## config.mk

```make
export PLATFORM = sky130hd
export DESIGN_NAME = key_chord_binding_matcher
export DESIGN_NICKNAME = d
export VERILOG_FILES = /design/src/rtl/core/kcbm_pkg.sv /design/src/rtl/core/kcbm_ram.sv /design/src/rtl/core/kcbm_ctrl.sv /design/src/rtl/core/kcbm_dp.sv /design/src/rtl/core/key_chord_binding_matcher.sv
export SDC_FILE = /design/constraint.sdc
export NUM_CORES = 2
export LEC_CHECK = 0
export BUFFER_PORTS_ARGS = -buffer_cell sky130_fd_sc_hd__buf_2
export CELL_PAD_IN_SITES_DETAIL_PLACEMENT = 0
export CELL_PAD_IN_SITES_GLOBAL_PLACEMENT = 1
export CORE_MARGIN = 2
export CORE_UTILIZATION = 55
export DETAILED_ROUTE_END_ITERATION = 8
export PLACE_DENSITY = 0.83
export SLEW_MARGIN = 30
export SYNTH_ARGS = -nofsm -noshare
export SYNTH_HDL_FRONTEND = slang
export SYNTH_SLANG_ARGS = --single-unit
export TNS_END_PERCENT = 1
```

## constraint.sdc

```tcl
create_clock -name clk_i -period 7.2 [get_ports clk_i]
set_input_delay 0.72 -clock clk_i [delete_from_list [all_inputs] [get_ports clk_i]]
set_output_delay 0.72 -clock clk_i [all_outputs]
set_load 0.1 [all_outputs]
```

## src/rtl/core/kcbm_pkg.sv

```systemverilog
// package for the key chord binding matcher: sizes, codes and control structs
`timescale 1ns / 1ps
`default_nettype none
package kcbm_pkg;

  localparam int NUM_BINDINGS = 16;
  localparam int MAX_CHORD    = 4;
  localparam int KEY_SPACE    = 1024;

  localparam int KEY_W      = 10;
  localparam int KEY_FIELDS = 4;
  localparam int SLOT_OUT_W = 4;
  localparam int WORD_W     = 64;
  localparam int BIT_W      = 6;

  typedef enum logic [1:0] {
    OP_KEY    = 2'd0,
    OP_BIND   = 2'd1,
    OP_UNBIND = 2'd2,
    OP_CLEAR  = 2'd3
  } op_kind_e;

  typedef enum logic [1:0] {
    EV_NONE    = 2'd0,
    EV_PRESS   = 2'd1,
    EV_RELEASE = 2'd2
  } ev_kind_e;

  typedef enum logic [1:0] {
    ST_OK         = 2'd0,
    ST_NOT_FOUND  = 2'd1,
    ST_TABLE_FULL = 2'd2
  } status_e;

  typedef enum logic [4:0] {
    S_IDLE,
    S_KEY_RD,
    S_KEY_WR,
    S_SC_SLOT,
    S_CK_KEY,
    S_CK_HELD,
    S_CK_EVAL,
    S_SC_UPD,
    S_SC_NEXT,
    S_CLR,
    S_FD_SLOT,
    S_FD_KEY,
    S_FD_CMP,
    S_FD_DEC,
    S_FD_NEXT,
    S_ED_REL,
    S_ED_MISS,
    S_BD_WR,
    S_BD_ACT,
    S_FIN
  } state_e;

  typedef struct packed {
    logic     load;
    logic     held_rd_ck;
    logic     held_wr;
    logic     chk_start;
    logic     eval_held;
    logic     eval_match;
    logic     idx_inc;
    logic     slot_inc;
    logic     upd_active;
    logic     clr_entry;
    logic     emit;
    ev_kind_e emit_kind;
    logic     take_free;
    logic     set_not_found;
    logic     set_full;
    logic     bind_wr;
    logic     bind_commit;
    logic     set_active;
    logic     finish;
  } cmd_t;

  typedef struct packed {
    op_kind_e in_op;
    op_kind_e op;
    logic     slot_valid;
    logic     count_eq;
    logic     idx_last;
    logic     idx_last_in;
    logic     slot_last;
    logic     match_full;
    logic     free_any;
    ev_kind_e scan_ev;
    logic     rel_ev;
    logic     can_emit;
    logic     out_free;
  } stat_t;

endpackage
`default_nettype wire

```

## src/rtl/core/kcbm_ram.sv

```systemverilog
// generic single write port ram with registered read
`timescale 1ns / 1ps
`default_nettype none
module kcbm_ram #(
  parameter int Width = 8,
  parameter int Depth = 16,
  parameter int AddrW = (Depth > 1) ? $clog2(Depth) : 1
) (
  input  wire logic             clk_i,
  input  wire logic             we_i,
  input  wire logic [AddrW-1:0] waddr_i,
  input  wire logic [Width-1:0] wdata_i,
  input  wire logic [AddrW-1:0] raddr_i,
  output logic      [Width-1:0] rdata_o
);

  logic [Width-1:0] mem [Depth];
  logic [Width-1:0] rdata_q;

  always_ff @(posedge clk_i) begin
    if (we_i) begin
      mem[waddr_i] <= wdata_i;
    end
    rdata_q <= mem[raddr_i];
  end

  assign rdata_o = rdata_q;

endmodule
`default_nettype wire

```

## src/rtl/core/kcbm_ctrl.sv

```systemverilog
// controller state machine sequencing scans, lookups and result transfers
`timescale 1ns / 1ps
`default_nettype none
module kcbm_ctrl (
  input  wire logic             clk_i,
  input  wire logic             rst_ni,
  input  wire logic             in_valid_i,
  output logic                  in_ready_o,
  input  wire kcbm_pkg::stat_t  stat_i,
  output kcbm_pkg::cmd_t        cmd_o
);

  kcbm_pkg::state_e state_q, state_d;
  logic             accept;

  assign in_ready_o = (state_q == kcbm_pkg::S_IDLE);
  assign accept     = in_valid_i & in_ready_o;

  always_ff @(posedge clk_i or negedge rst_ni) begin
    if (!rst_ni) begin
      state_q <= kcbm_pkg::S_IDLE;
    end else begin
      state_q <= state_d;
    end
  end

  // next state
  always_comb begin
    state_d = state_q;
    unique case (state_q)
      kcbm_pkg::S_IDLE: begin
        if (accept) begin
          unique case (stat_i.in_op)
            kcbm_pkg::OP_KEY:   state_d = kcbm_pkg::S_KEY_RD;
            kcbm_pkg::OP_CLEAR: state_d = kcbm_pkg::S_CLR;
            default:            state_d = kcbm_pkg::S_FD_SLOT;
          endcase
        end
      end
      kcbm_pkg::S_KEY_RD: state_d = kcbm_pkg::S_KEY_WR;
      kcbm_pkg::S_KEY_WR: state_d = kcbm_pkg::S_SC_SLOT;
      kcbm_pkg::S_SC_SLOT: begin
        state_d = stat_i.slot_valid ? kcbm_pkg::S_CK_KEY : kcbm_pkg::S_SC_NEXT;
      end
      kcbm_pkg::S_CK_KEY:  state_d = kcbm_pkg::S_CK_HELD;
      kcbm_pkg::S_CK_HELD: state_d = kcbm_pkg::S_CK_EVAL;
      kcbm_pkg::S_CK_EVAL: begin
        if (!stat_i.idx_last) begin
          state_d = kcbm_pkg::S_CK_KEY;
        end else if (stat_i.op == kcbm_pkg::OP_KEY) begin
          state_d = kcbm_pkg::S_SC_UPD;
        end else begin
          state_d = kcbm_pkg::S_BD_ACT;
        end
      end
      kcbm_pkg::S_SC_UPD: begin
        if (stat_i.scan_ev == kcbm_pkg::EV_NONE || stat_i.can_emit) begin
          state_d = kcbm_pkg::S_SC_NEXT;
        end
      end
      kcbm_pkg::S_SC_NEXT: begin
        state_d = stat_i.slot_last ? kcbm_pkg::S_FIN : kcbm_pkg::S_SC_SLOT;
      end
      kcbm_pkg::S_CLR: begin
        if ((!stat_i.rel_ev || stat_i.can_emit) && stat_i.slot_last) begin
          state_d = kcbm_pkg::S_FIN;
        end
      end
      kcbm_pkg::S_FD_SLOT: begin
        state_d = (stat_i.slot_valid && stat_i.count_eq) ? kcbm_pkg::S_FD_KEY
                                                         : kcbm_pkg::S_FD_NEXT;
      end
      kcbm_pkg::S_FD_KEY: state_d = kcbm_pkg::S_FD_CMP;
      kcbm_pkg::S_FD_CMP: begin
        state_d = stat_i.idx_last ? kcbm_pkg::S_FD_DEC : kcbm_pkg::S_FD_KEY;
      end
      kcbm_pkg::S_FD_DEC: begin
        state_d = stat_i.match_full ? kcbm_pkg::S_ED_REL : kcbm_pkg::S_FD_NEXT;
      end
      kcbm_pkg::S_FD_NEXT: begin
        state_d = stat_i.slot_last ? kcbm_pkg::S_ED_MISS : kcbm_pkg::S_FD_SLOT;
      end
      kcbm_pkg::S_ED_REL: begin
        if (!stat_i.rel_ev || stat_i.can_emit) begin
          state_d = (stat_i.op == kcbm_pkg::OP_UNBIND) ? kcbm_pkg::S_FIN
                                                       : kcbm_pkg::S_BD_WR;
        end
      end
      kcbm_pkg::S_ED_MISS: begin
        if (stat_i.op == kcbm_pkg::OP_BIND && stat_i.free_any) begin
          state_d = kcbm_pkg::S_BD_WR;
        end else begin
          state_d = kcbm_pkg::S_FIN;
        end
      end
      kcbm_pkg::S_BD_WR: begin
        if (stat_i.idx_last_in) begin
          state_d = kcbm_pkg::S_CK_KEY;
        end
      end
      kcbm_pkg::S_BD_ACT: state_d = kcbm_pkg::S_FIN;
      kcbm_pkg::S_FIN: begin
        if (stat_i.out_free) begin
          state_d = kcbm_pkg::S_IDLE;
        end
      end
      default: state_d = kcbm_pkg::S_IDLE;
    endcase
  end

  // commands
  always_comb begin
    cmd_o           = '0;
    cmd_o.emit_kind = kcbm_pkg::EV_NONE;
    unique case (state_q)
      kcbm_pkg::S_IDLE: cmd_o.load = accept;
      kcbm_pkg::S_KEY_RD: ;
      kcbm_pkg::S_KEY_WR: cmd_o.held_wr = 1'b1;
      kcbm_pkg::S_SC_SLOT: cmd_o.chk_start = stat_i.slot_valid;
      kcbm_pkg::S_CK_KEY: ;
      kcbm_pkg::S_CK_HELD: cmd_o.held_rd_ck = 1'b1;
      kcbm_pkg::S_CK_EVAL: begin
        cmd_o.eval_held = 1'b1;
        cmd_o.idx_inc   = !stat_i.idx_last;
      end
      kcbm_pkg::S_SC_UPD: begin
        if (stat_i.scan_ev == kcbm_pkg::EV_NONE || stat_i.can_emit) begin
          cmd_o.upd_active = 1'b1;
          cmd_o.emit       = (stat_i.scan_ev != kcbm_pkg::EV_NONE);
          cmd_o.emit_kind  = stat_i.scan_ev;
        end
      end
      kcbm_pkg::S_SC_NEXT: cmd_o.slot_inc = !stat_i.slot_last;
      kcbm_pkg::S_CLR: begin
        if (!stat_i.rel_ev || stat_i.can_emit) begin
          cmd_o.clr_entry = 1'b1;
          cmd_o.emit      = stat_i.rel_ev;
          cmd_o.emit_kind = kcbm_pkg::EV_RELEASE;
          cmd_o.slot_inc  = !stat_i.slot_last;
        end
      end
      kcbm_pkg::S_FD_SLOT: cmd_o.chk_start = stat_i.slot_valid && stat_i.count_eq;
      kcbm_pkg::S_FD_KEY: ;
      kcbm_pkg::S_FD_CMP: begin
        cmd_o.eval_match = 1'b1;
        cmd_o.idx_inc    = !stat_i.idx_last;
      end
      kcbm_pkg::S_FD_DEC: ;
      kcbm_pkg::S_FD_NEXT: cmd_o.slot_inc = !stat_i.slot_last;
      kcbm_pkg::S_ED_REL: begin
        if (!stat_i.rel_ev || stat_i.can_emit) begin
          cmd_o.clr_entry = 1'b1;
          cmd_o.emit      = stat_i.rel_ev;
          cmd_o.emit_kind = kcbm_pkg::EV_RELEASE;
          cmd_o.chk_start = 1'b1;
        end
      end
      kcbm_pkg::S_ED_MISS: begin
        if (stat_i.op == kcbm_pkg::OP_UNBIND) begin
          cmd_o.set_not_found = 1'b1;
        end else if (stat_i.free_any) begin
          cmd_o.take_free = 1'b1;
        end else begin
          cmd_o.set_full = 1'b1;
        end
      end
      kcbm_pkg::S_BD_WR: begin
        cmd_o.bind_wr = 1'b1;
        if (stat_i.idx_last_in) begin
          cmd_o.bind_commit = 1'b1;
          cmd_o.chk_start   = 1'b1;
        end else begin
          cmd_o.idx_inc = 1'b1;
        end
      end
      kcbm_pkg::S_BD_ACT: cmd_o.set_active = 1'b1;
      kcbm_pkg::S_FIN: cmd_o.finish = stat_i.out_free;
      default: ;
    endcase
  end

endmodule
`default_nettype wire

```

## src/rtl/core/kcbm_dp.sv

```systemverilog
// datapath: held key bitmap, binding table, slot and key counters, result registers
`timescale 1ns / 1ps
`default_nettype none
module kcbm_dp #(
  parameter int NumBindings = kcbm_pkg::NUM_BINDINGS,
  parameter int MaxChord    = kcbm_pkg::MAX_CHORD,
  parameter int KeySpace    = kcbm_pkg::KEY_SPACE
) (
  input  wire logic                        clk_i,
  input  wire logic                        rst_ni,
  input  wire kcbm_pkg::cmd_t              cmd_i,
  output kcbm_pkg::stat_t                  stat_o,
  input  wire logic [1:0]                  kind_i,
  input  wire logic                        pressed_i,
  input  wire logic [kcbm_pkg::KEY_W-1:0]  key_id_i,
  input  wire logic [2:0]                  chord_size_i,
  input  wire logic [kcbm_pkg::KEY_W-1:0]  chord_key_a_i,
  input  wire logic [kcbm_pkg::KEY_W-1:0]  chord_key_b_i,
  input  wire logic [kcbm_pkg::KEY_W-1:0]  chord_key_c_i,
  input  wire logic [kcbm_pkg::KEY_W-1:0]  chord_key_d_i,
  input  wire logic                        has_press_action_i,
  input  wire logic                        has_release_action_i,
  output logic                             out_valid_o,
  input  wire logic                        out_ready_i,
  output logic [1:0]                       event_kind_o,
  output logic [kcbm_pkg::SLOT_OUT_W-1:0]  binding_slot_o,
  output logic [1:0]                       status_o,
  output logic                             last_o
);

  localparam int KeyW      = kcbm_pkg::KEY_W;
  localparam int NFields   = kcbm_pkg::KEY_FIELDS;
  localparam int Lim       = (MaxChord < NFields) ? MaxChord : NFields;
  localparam int SlotW     = (NumBindings > 1) ? $clog2(NumBindings) : 1;
  localparam int IdxW      = (MaxChord > 1) ? $clog2(MaxChord) : 1;
  localparam int CntW      = $clog2(MaxChord + 1);
  localparam int CntW1     = CntW + 1;
  localparam int HeldWords = (KeySpace + kcbm_pkg::WORD_W - 1) / kcbm_pkg::WORD_W;
  localparam int HwAw      = (HeldWords > 1) ? $clog2(HeldWords) : 1;
  localparam int ChDepth   = NumBindings * MaxChord;
  localparam int ChAw      = (ChDepth > 1) ? $clog2(ChDepth) : 1;
  localparam int WordW     = kcbm_pkg::WORD_W;
  localparam int BitW      = kcbm_pkg::BIT_W;

  // item registers
  kcbm_pkg::op_kind_e op_q;
  logic               pressed_q;
  logic [KeyW-1:0]    key_q;
  logic [KeyW-1:0]    in_keys_q [NFields];
  logic [CntW-1:0]    in_n_q;
  logic               pa_q, ra_q;
  kcbm_pkg::status_e  status_q;

  // table
  logic               slot_valid_q [NumBindings];
  logic               active_q     [NumBindings];
  logic [CntW-1:0]    count_q      [NumBindings];
  logic               pen_q        [NumBindings];
  logic               ren_q        [NumBindings];
  logic               hv_q         [HeldWords];

  // sequencing
  logic [SlotW-1:0]   slot_q;
  logic [IdxW-1:0]    idx_q;
  logic               all_held_q;
  logic [NFields-1:0] match_q;
  logic               hv_rd_q;
  logic [BitW-1:0]    ck_bit_q;
  logic               ck_inr_q;

  // results
  logic               pend_v_q;
  kcbm_pkg::ev_kind_e pend_kind_q;
  logic [SlotW-1:0]   pend_slot_q;
  logic               out_v_q;
  kcbm_pkg::ev_kind_e out_kind_q;
  logic [SlotW-1:0]   out_slot_q;
  kcbm_pkg::status_e  out_status_q;
  logic               out_last_q;

  // chord dedup at transfer
  logic [KeyW-1:0]    raw [NFields];
  logic [KeyW-1:0]    dk  [NFields];
  logic [2:0]         sz;
  logic [2:0]         dn;
  logic               dup;

  always_comb begin
    raw[0] = chord_key_a_i;
    raw[1] = chord_key_b_i;
    raw[2] = chord_key_c_i;
    raw[3] = chord_key_d_i;
    sz = chord_size_i;
    if (sz == 3'd0) begin
      sz = 3'd1;
    end
    if (sz > 3'(Lim)) begin
      sz = 3'(Lim);
    end
    dn = 3'd0;
    dup = 1'b0;
    for (int i = 0; i < NFields; i++) begin
      dk[i] = raw[i];
    end
    for (int i = 0; i < NFields; i++) begin
      if (3'(i) < sz) begin
        dup = 1'b0;
        for (int j = 0; j < i; j++) begin
          if (raw[j] == raw[i]) begin
            dup = 1'b1;
          end
        end
        if (!dup) begin
          dk[dn[1:0]] = raw[i];
          dn = dn + 3'd1;
        end
      end
    end
  end

  // held bitmap memory
  logic [HwAw-1:0]  h_raddr, h_waddr;
  logic [WordW-1:0] h_rdata, h_word, h_wdata;
  logic             h_we, key_inr;
  logic [ChAw-1:0]  c_addr;
  logic [KeyW-1:0]  c_rdata, c_wdata;
  logic [IdxW+1:0]  idx_x;

  assign key_inr = (32'(key_q) < 32'(KeySpace));
  assign h_waddr = HwAw'(key_q >> BitW);
  assign h_raddr = cmd_i.held_rd_ck ? HwAw'(c_rdata >> BitW) : h_waddr;
  assign h_word  = hv_rd_q ? h_rdata : '0;
  assign h_we    = cmd_i.held_wr & key_inr;

  always_comb begin
    h_wdata = h_word;
    h_wdata[key_q[BitW-1:0]] = pressed_q;
  end

  kcbm_ram #(.Width(WordW), .Depth(HeldWords), .AddrW(HwAw)) u_held_ram (
    .clk_i   (clk_i),
    .we_i    (h_we),
    .waddr_i (h_waddr),
    .wdata_i (h_wdata),
    .raddr_i (h_raddr),
    .rdata_o (h_rdata)
  );

  assign idx_x   = (IdxW + 2)'(idx_q);
  assign c_addr  = ChAw'(32'(slot_q) * 32'(MaxChord) + 32'(idx_q));
  assign c_wdata = in_keys_q[idx_x[1:0]];

  kcbm_ram #(.Width(KeyW), .Depth(ChDepth), .AddrW(ChAw)) u_chord_ram (
    .clk_i   (clk_i),
    .we_i    (cmd_i.bind_wr),
    .waddr_i (c_addr),
    .wdata_i (c_wdata),
    .raddr_i (c_addr),
    .rdata_o (c_rdata)
  );

  // status towards the controller
  logic [CntW1-1:0]   idx_nx;
  logic [SlotW-1:0]   free_slot;
  logic               free_any;
  logic               match_full;
  logic               out_free;

  assign idx_nx   = CntW1'(idx_q) + CntW1'(1);
  assign out_free = !out_v_q || out_ready_i;

  always_comb begin
    free_slot = '0;
    free_any  = 1'b0;
    for (int s = NumBindings - 1; s >= 0; s--) begin
      if (!slot_valid_q[s]) begin
        free_slot = SlotW'(s);
        free_any  = 1'b1;
      end
    end
    match_full = 1'b1;
    for (int j = 0; j < NFields; j++) begin
      if (CntW1'(j) < CntW1'(in_n_q) && !match_q[j]) begin
        match_full = 1'b0;
      end
    end
  end

  always_comb begin
    stat_o             = '0;
    stat_o.in_op       = kcbm_pkg::op_kind_e'(kind_i);
    stat_o.op          = op_q;
    stat_o.slot_valid  = slot_valid_q[slot_q];
    stat_o.count_eq    = (count_q[slot_q] == in_n_q);
    stat_o.idx_last    = (idx_nx == CntW1'(count_q[slot_q]));
    stat_o.idx_last_in = (idx_nx == CntW1'(in_n_q));
    stat_o.slot_last   = (slot_q == SlotW'(NumBindings - 1));
    stat_o.match_full  = match_full;
    stat_o.free_any    = free_any;
    stat_o.scan_ev     = kcbm_pkg::EV_NONE;
    if (!all_held_q && active_q[slot_q] && ren_q[slot_q]) begin
      stat_o.scan_ev = kcbm_pkg::EV_RELEASE;
    end else if (all_held_q && !active_q[slot_q] && pen_q[slot_q]) begin
      stat_o.scan_ev = kcbm_pkg::EV_PRESS;
    end
    stat_o.rel_ev   = slot_valid_q[slot_q] && active_q[slot_q] && ren_q[slot_q];
    stat_o.can_emit = !pend_v_q || out_free;
    stat_o.out_free = out_free;
  end

  // payload registers
  always_ff @(posedge clk_i) begin
    if (cmd_i.load) begin
      op_q      <= kcbm_pkg::op_kind_e'(kind_i);
      pressed_q <= pressed_i;
      key_q     <= key_id_i;
      for (int i = 0; i < NFields; i++) begin
        in_keys_q[i] <= dk[i];
      end
      in_n_q <= CntW'(dn);
      pa_q   <= has_press_action_i;
      ra_q   <= has_release_action_i;
    end
    if (cmd_i.bind_commit) begin
      count_q[slot_q] <= in_n_q;
      pen_q[slot_q]   <= pa_q;
      ren_q[slot_q]   <= ra_q;
    end
    if (cmd_i.held_rd_ck) begin
      ck_bit_q <= c_rdata[BitW-1:0];
      ck_inr_q <= (32'(c_rdata) < 32'(KeySpace));
    end
    hv_rd_q <= hv_q[h_raddr];
    if (cmd_i.chk_start) begin
      all_held_q <= 1'b1;
      match_q    <= '0;
    end else begin
      if (cmd_i.eval_held) begin
        all_held_q <= all_held_q & ck_inr_q & h_word[ck_bit_q];
      end
      if (cmd_i.eval_match) begin
        for (int j = 0; j < NFields; j++) begin
          if (CntW1'(j) < CntW1'(in_n_q) && c_rdata == in_keys_q[j]) begin
            match_q[j] <= 1'b1;
          end
        end
      end
    end
    if (cmd_i.emit) begin
      pend_kind_q <= cmd_i.emit_kind;
      pend_slot_q <= slot_q;
    end
    if (cmd_i.emit && pend_v_q) begin
      out_kind_q   <= pend_kind_q;
      out_slot_q   <= pend_slot_q;
      out_status_q <= kcbm_pkg::ST_OK;
      out_last_q   <= 1'b0;
    end else if (cmd_i.finish) begin
      out_kind_q   <= pend_v_q ? pend_kind_q : kcbm_pkg::EV_NONE;
      out_slot_q   <= pend_v_q ? pend_slot_q : '0;
      out_status_q <= pend_v_q ? kcbm_pkg::ST_OK : status_q;
      out_last_q   <= 1'b1;
    end
  end

  // control registers
  always_ff @(posedge clk_i or negedge rst_ni) begin
    if (!rst_ni) begin
      for (int s = 0; s < NumBindings; s++) begin
        slot_valid_q[s] <= 1'b0;
        active_q[s]     <= 1'b0;
      end
      for (int w = 0; w < HeldWords; w++) begin
        hv_q[w] <= 1'b0;
      end
      slot_q   <= '0;
      idx_q    <= '0;
      status_q <= kcbm_pkg::ST_OK;
      pend_v_q <= 1'b0;
      out_v_q  <= 1'b0;
    end else begin
      if (h_we) begin
        hv_q[h_waddr] <= 1'b1;
      end
      if (cmd_i.load) begin
        slot_q   <= '0;
        idx_q    <= '0;
        status_q <= kcbm_pkg::ST_OK;
      end else if (cmd_i.take_free) begin
        slot_q <= free_slot;
        idx_q  <= '0;
      end else begin
        if (cmd_i.slot_inc) begin
          slot_q <= slot_q + SlotW'(1);
        end
        if (cmd_i.chk_start) begin
          idx_q <= '0;
        end else if (cmd_i.idx_inc) begin
          idx_q <= idx_q + IdxW'(1);
        end
      end
      if (cmd_i.set_not_found) begin
        status_q <= kcbm_pkg::ST_NOT_FOUND;
      end else if (cmd_i.set_full) begin
        status_q <= kcbm_pkg::ST_TABLE_FULL;
      end
      if (cmd_i.upd_active || cmd_i.set_active) begin
        active_q[slot_q] <= all_held_q;
      end
      if (cmd_i.clr_entry) begin
        slot_valid_q[slot_q] <= 1'b0;
        active_q[slot_q]     <= 1'b0;
      end
      if (cmd_i.bind_commit) begin
        slot_valid_q[slot_q] <= 1'b1;
      end
      if (cmd_i.emit) begin
        pend_v_q <= 1'b1;
      end else if (cmd_i.finish) begin
        pend_v_q <= 1'b0;
      end
      if ((cmd_i.emit && pend_v_q) || cmd_i.finish) begin
        out_v_q <= 1'b1;
      end else if (out_ready_i) begin
        out_v_q <= 1'b0;
      end
    end
  end

  assign out_valid_o    = out_v_q;
  assign event_kind_o   = out_kind_q;
  assign binding_slot_o = kcbm_pkg::SLOT_OUT_W'(out_slot_q);
  assign status_o       = out_status_q;
  assign last_o         = out_last_q;

endmodule
`default_nettype wire

```

## src/rtl/core/key_chord_binding_matcher.sv

```systemverilog
// key chord binding matcher top level: controller and datapath
// one item at a time; a key event reads and updates the held-key map, then scans every
// slot, checking each bound slot's chord keys against the map, then gives its last result;
// bind/unbind walk the table comparing stored keys, bind then writes and rechecks the
// chord; clear walks every slot in turn; result transfers can stall the walk; reset
// empties the table and the held-key map at once (no clearing pass)
`timescale 1ns / 1ps
`default_nettype none
module key_chord_binding_matcher #(
  parameter int NumBindings = kcbm_pkg::NUM_BINDINGS,
  parameter int MaxChord    = kcbm_pkg::MAX_CHORD,
  parameter int KeySpace    = kcbm_pkg::KEY_SPACE
) (
  input  wire logic                        clk_i,
  input  wire logic                        rst_ni,
  input  wire logic                        in_valid_i,
  output logic                             in_ready_o,
  input  wire logic [1:0]                  kind_i,
  input  wire logic                        pressed_i,
  input  wire logic [kcbm_pkg::KEY_W-1:0]  key_id_i,
  input  wire logic [2:0]                  chord_size_i,
  input  wire logic [kcbm_pkg::KEY_W-1:0]  chord_key_a_i,
  input  wire logic [kcbm_pkg::KEY_W-1:0]  chord_key_b_i,
  input  wire logic [kcbm_pkg::KEY_W-1:0]  chord_key_c_i,
  input  wire logic [kcbm_pkg::KEY_W-1:0]  chord_key_d_i,
  input  wire logic                        has_press_action_i,
  input  wire logic                        has_release_action_i,
  output logic                             out_valid_o,
  input  wire logic                        out_ready_i,
  output logic [1:0]                       event_kind_o,
  output logic [kcbm_pkg::SLOT_OUT_W-1:0]  binding_slot_o,
  output logic [1:0]                       status_o,
  output logic                             last_o
);

  kcbm_pkg::cmd_t  cmd;
  kcbm_pkg::stat_t stat;

  kcbm_ctrl u_ctrl (
    .clk_i      (clk_i),
    .rst_ni     (rst_ni),
    .in_valid_i (in_valid_i),
    .in_ready_o (in_ready_o),
    .stat_i     (stat),
    .cmd_o      (cmd)
  );

  kcbm_dp #(
    .NumBindings (NumBindings),
    .MaxChord    (MaxChord),
    .KeySpace    (KeySpace)
  ) u_dp (
    .clk_i                (clk_i),
    .rst_ni               (rst_ni),
    .cmd_i                (cmd),
    .stat_o               (stat),
    .kind_i               (kind_i),
    .pressed_i            (pressed_i),
    .key_id_i             (key_id_i),
    .chord_size_i         (chord_size_i),
    .chord_key_a_i        (chord_key_a_i),
    .chord_key_b_i        (chord_key_b_i),
    .chord_key_c_i        (chord_key_c_i),
    .chord_key_d_i        (chord_key_d_i),
    .has_press_action_i   (has_press_action_i),
    .has_release_action_i (has_release_action_i),
    .out_valid_o          (out_valid_o),
    .out_ready_i          (out_ready_i),
    .event_kind_o         (event_kind_o),
    .binding_slot_o       (binding_slot_o),
    .status_o             (status_o),
    .last_o               (last_o)
  );

endmodule
`default_nettype wire
```

==> metrics.md <==
| Metric | Value |
|---|---|
| Port Buf Inserts | `72` |
| Mapped Nets | `4421` |
| Internal power | `22000 µW` |
| Share of post-route cells with drive strength above 1 | `0.197` |
| GPL Wtd Cong | `0.848` |
| Worst Setup EP | `u_dp.u_held_ram.rdata_o[29]` |
| Antenna violations before repair | `3` |
| WS Path Type | `reg -> reg` |
| Drt first pass iters | `5` |
| Run status | `complete, but fails checks` |
| R2r setup slk | `2.59 ns` |
| Final setup TNS | `0 ns` |
| I/O pin count | `73` |
| Fillers | `9528` |
| Final Skew | `0.0410 ns` |
| Routed Antenna Nets | `0` |
| Register area | `57900 µm²` |
| Relative slew slack | `0.338` |
| CTS root buffer | `clkbuf_16` |
| R2R depth | `10` |
| Clk_lat worst skew | `0.83 ns` |
| Setup violators final | `0` |
| Post-synth EDFFs | `1820` |
| Crit share post-route | `0.640` |
| Syn Std Cell Area | `77500 µm²` |
| GRT Total Usage | `0.264` |
| Critical Path Source | `u_ctrl.state_q[0]` |
| Initial core utilization | `0.555` |
| Max capacitance violation total | `0` |
| Distinct cells, synth | `80` |
| CTS Sinks | `1966` |
| HP Class | `in -> async` |
| Sequential power share | `0.471` |
| RSZ-0062 raised after global routing | `no` |
| Sw power | `9660 µW` |
| Gate Count Post-Synth | `4349` |
| Yosys reg bits | `1966` |
| Startpoint types | `register` |
| Largest net degree at the start of global routing | `143` |
| Congestion Overflow GR | `0` |
| Clock Tree Buf Depth | `3` |
| Reg clk slew, reported paths | `0.06 ns` |
| # H-tree levels | `4` |
| DR vias/cell | `6.62` |
| Setup WS pre-CTS | `2.71 ns` |
| Failing checks | `hold timing` |
| Area growth, synth to finish | `11.3%` |
| CTS tree | `yes` |
| Worst EP required | `7.85 ns` |
| TritonCTS buffer count | `182` |
| CP Capture Type | `register` |
| Combinational share of power | `0.225` |
| Post-synth top cells | `edfxtp_1 (1820), mux4_2 (300), nand2_1 (272)` |
| Die W | `379 µm` |
| Fin crit period | `4.61 ns` |
| Pins over their slew limit | `0` |
| Syn_area_per_cell | `17.8 µm²` |
| Hpwl dp | `102 mm` |
| Cell with the most instances after synthesis | `edfxtp_1` |
| Worst flop-to-flop path endpoint | `u_dp.u_held_ram.rdata_o[29]` |
| WL/cell | `29.4 µm` |
| Total core area | `140000 µm²` |
| Pwr per Cell Area | `368 nW/µm²` |
| Area occupied by multi-input gates | `18600 µm²` |
| CTS Hold Buffers Added | `0` |
| Yosys warns | `0` |
| Crit Path Max Fanout | `60` |
| Critical Path AT | `5.26 ns` |
| Predominant post-synthesis flop cell | `edfxtp_1` |
| Via count | `42700` |
| PnR worst setup slack | `2.59 ns` |
| FMAX | `217 MHz` |
| Post-synthesis sequential area ratio | `0.747` |
| Share of the synthesized area in the top cell type | `0.705` |
| Fin nets | `4473` |
| Drt initial violations | `6253` |
| Switch share | `0.305` |
| Min Hold Slack | `-0.00889 ns` |
| Area leader, netlist | `edfxtp_1` |
| Max IR drop VDD | `0.289 mV` |
| Ys async rst share | `0.0320` |
| Final hold violation count | `9` |
| First-pass GRT wire length | `277 mm` |
| Slew @ Worst Pin | `0.989 ns` |
| Die Height | `379 µm` |
| Number of setup buffers added after CTS | `0` |
| Leak | `0.0276 µW` |
| Largest cells by area after synthesis | `edfxtp_1 (71%), mux4_2 (8.7%), a22oi_1 (2.2%)` |
| Total length of routed wires | `189 mm` |
| Vias in the first global route | `41100` |
| Row count | `137` |
| Post_cts resized | `0` |
| # DRC | `0` |
| Die area | `144000 µm²` |
| R2r startpoint | `u_ctrl.state_q[0]` |
| Clock Power Share | `0.304` |
## through the flow
| step | cells | instance area (µm²) | hold slack, ns | utilization | power, µW |
|---|---|---|---|---|---|
| global placement | 6091 | 79900 | 0.444 | 0.572 | 22000 |
| finish | 6439 | 86200 | -0.00889 | 0.617 | 31700 |
| global route | 6436 | 86200 | 0.0276 | 0.617 | 32700 |
| floorplan | 4349 | 77500 | 0.424 | - | 19600 |
| CTS | 6433 | 86100 | 0.0326 | 0.617 | 31700 |
| detailed placement | 6092 | 80100 | 0.447 | 0.573 | 22100 |
## power by group through the flow
stage / clock network [µW] / registers (µW) / logic [µW]
6_report: 9630 / 14900 / 7120
5_1_grt: 10100 / 15000 / 7590
4_1_cts: 9720 / 14900 / 7030
3_5_place_dp: 0 / 15100 / 6990
3_3_place_gp: 0 / 15100 / 6830
2_1_floorplan: 0 / 14800 / 4780
## worst max-delay path, cell delays in order (launching register included)
cell and delay, ns:
dfrtp_1 0.76, nand2_1 0.19, nor2_1 0.24, nand2_1 0.45, mux2i_4 0.80, buf_12 0.41
buf_16 0.42, mux4_2 0.55, and2_1 0.17, a211oi_1 0.24, a31oi_1 0.08
## layout make-up
type | count | area share
Multi-Input combinational cell | 2059 | 0.215
Timing Repair Buffer | 160 | 0.0146
Clock buffer | 237 | 0.0573
Clock inverter | 104 | 0.0126
Tap cell | 1876 | 0.0272
Antenna cell | 5 | 0.000145
Sequential cell | 1966 | 0.671
Inverter | 32 | 0.00141
## how the worst min path moves through the flow
stage	start	end	cells after the start
after floorplan	rst_ni	async pin	0
after global placement	u_dp.match_q[3]	u_dp.match_q[3]	2
after detailed placement	u_dp.last_o	u_dp.last_o	2
after CTS	has_release_action_i	u_dp.ra_q	1
after global routing	rst_ni	u_dp.active_q[15]	2
final	rst_ni	u_dp.active_q[15]	2
## registers in the layout (all words and copies together) (netlist names), 3 cells and up, named ones only
register	count
u_dp.match_q	4
u_dp.key_q	10
u_dp.count_q	48
u_dp.u_chord_ram.mem	640
u_dp.pen_q	16
u_dp.u_held_ram.rdata_o	64
u_dp.u_held_ram.mem	1024
u_dp.slot_valid_q	15
u_dp.in_n_q	3
u_dp.in_keys_q	40
u_dp.slot_q	4
u_dp.binding_slot_o	4
u_dp.active_q	16
u_ctrl.state_q	5
u_dp.u_chord_ram.rdata_o	10
u_dp.ck_bit_q	6
u_dp.hv_q	16
u_dp.ren_q	16
u_dp.pend_slot_q	4
## routing by layer
metal  part of all wire  vias up  GRT usage
met5                  0        -          0
met4              0.023        0     0.0754
met3               0.11      306     0.0546
met2               0.46     2546      0.393
met1               0.41    22100      0.400
li1                   -    17700          -
## cells by family (layout without fill, tap and decap cells)
logic type / after synthesis / count (layout) / share of synthesized area
fa+ha+maj: 10 / 10 / 0.00161
mux: 381 / 381 / 0.0999
simple gates: 807 / 807 / 0.0510
other cells: 0 / 5 / 0
compound gates: 751 / 751 / 0.0697
buf+inv: 324 / 533 / 0.0182
flops: 1966 / 1966 / 0.747
xor+xnor: 110 / 110 / 0.0124
## layout by cell type (no fill, tap or decap), types with 64 or more instances in the layout
master	count
a211oi_1	66
a22oi_1	222
a31oi_1	103
and2_1	78
buf_2	72
buf_4	69
clkbuf_16	182
dfxtp_1	82
edfxtp_1	1820
mux4_2	297
nand2_1	272
nand3_1	81
nand4_1	67
nor2_1	83
o211ai_1	67
o21ai_0	64
Power figures use the tool's default switching activity.
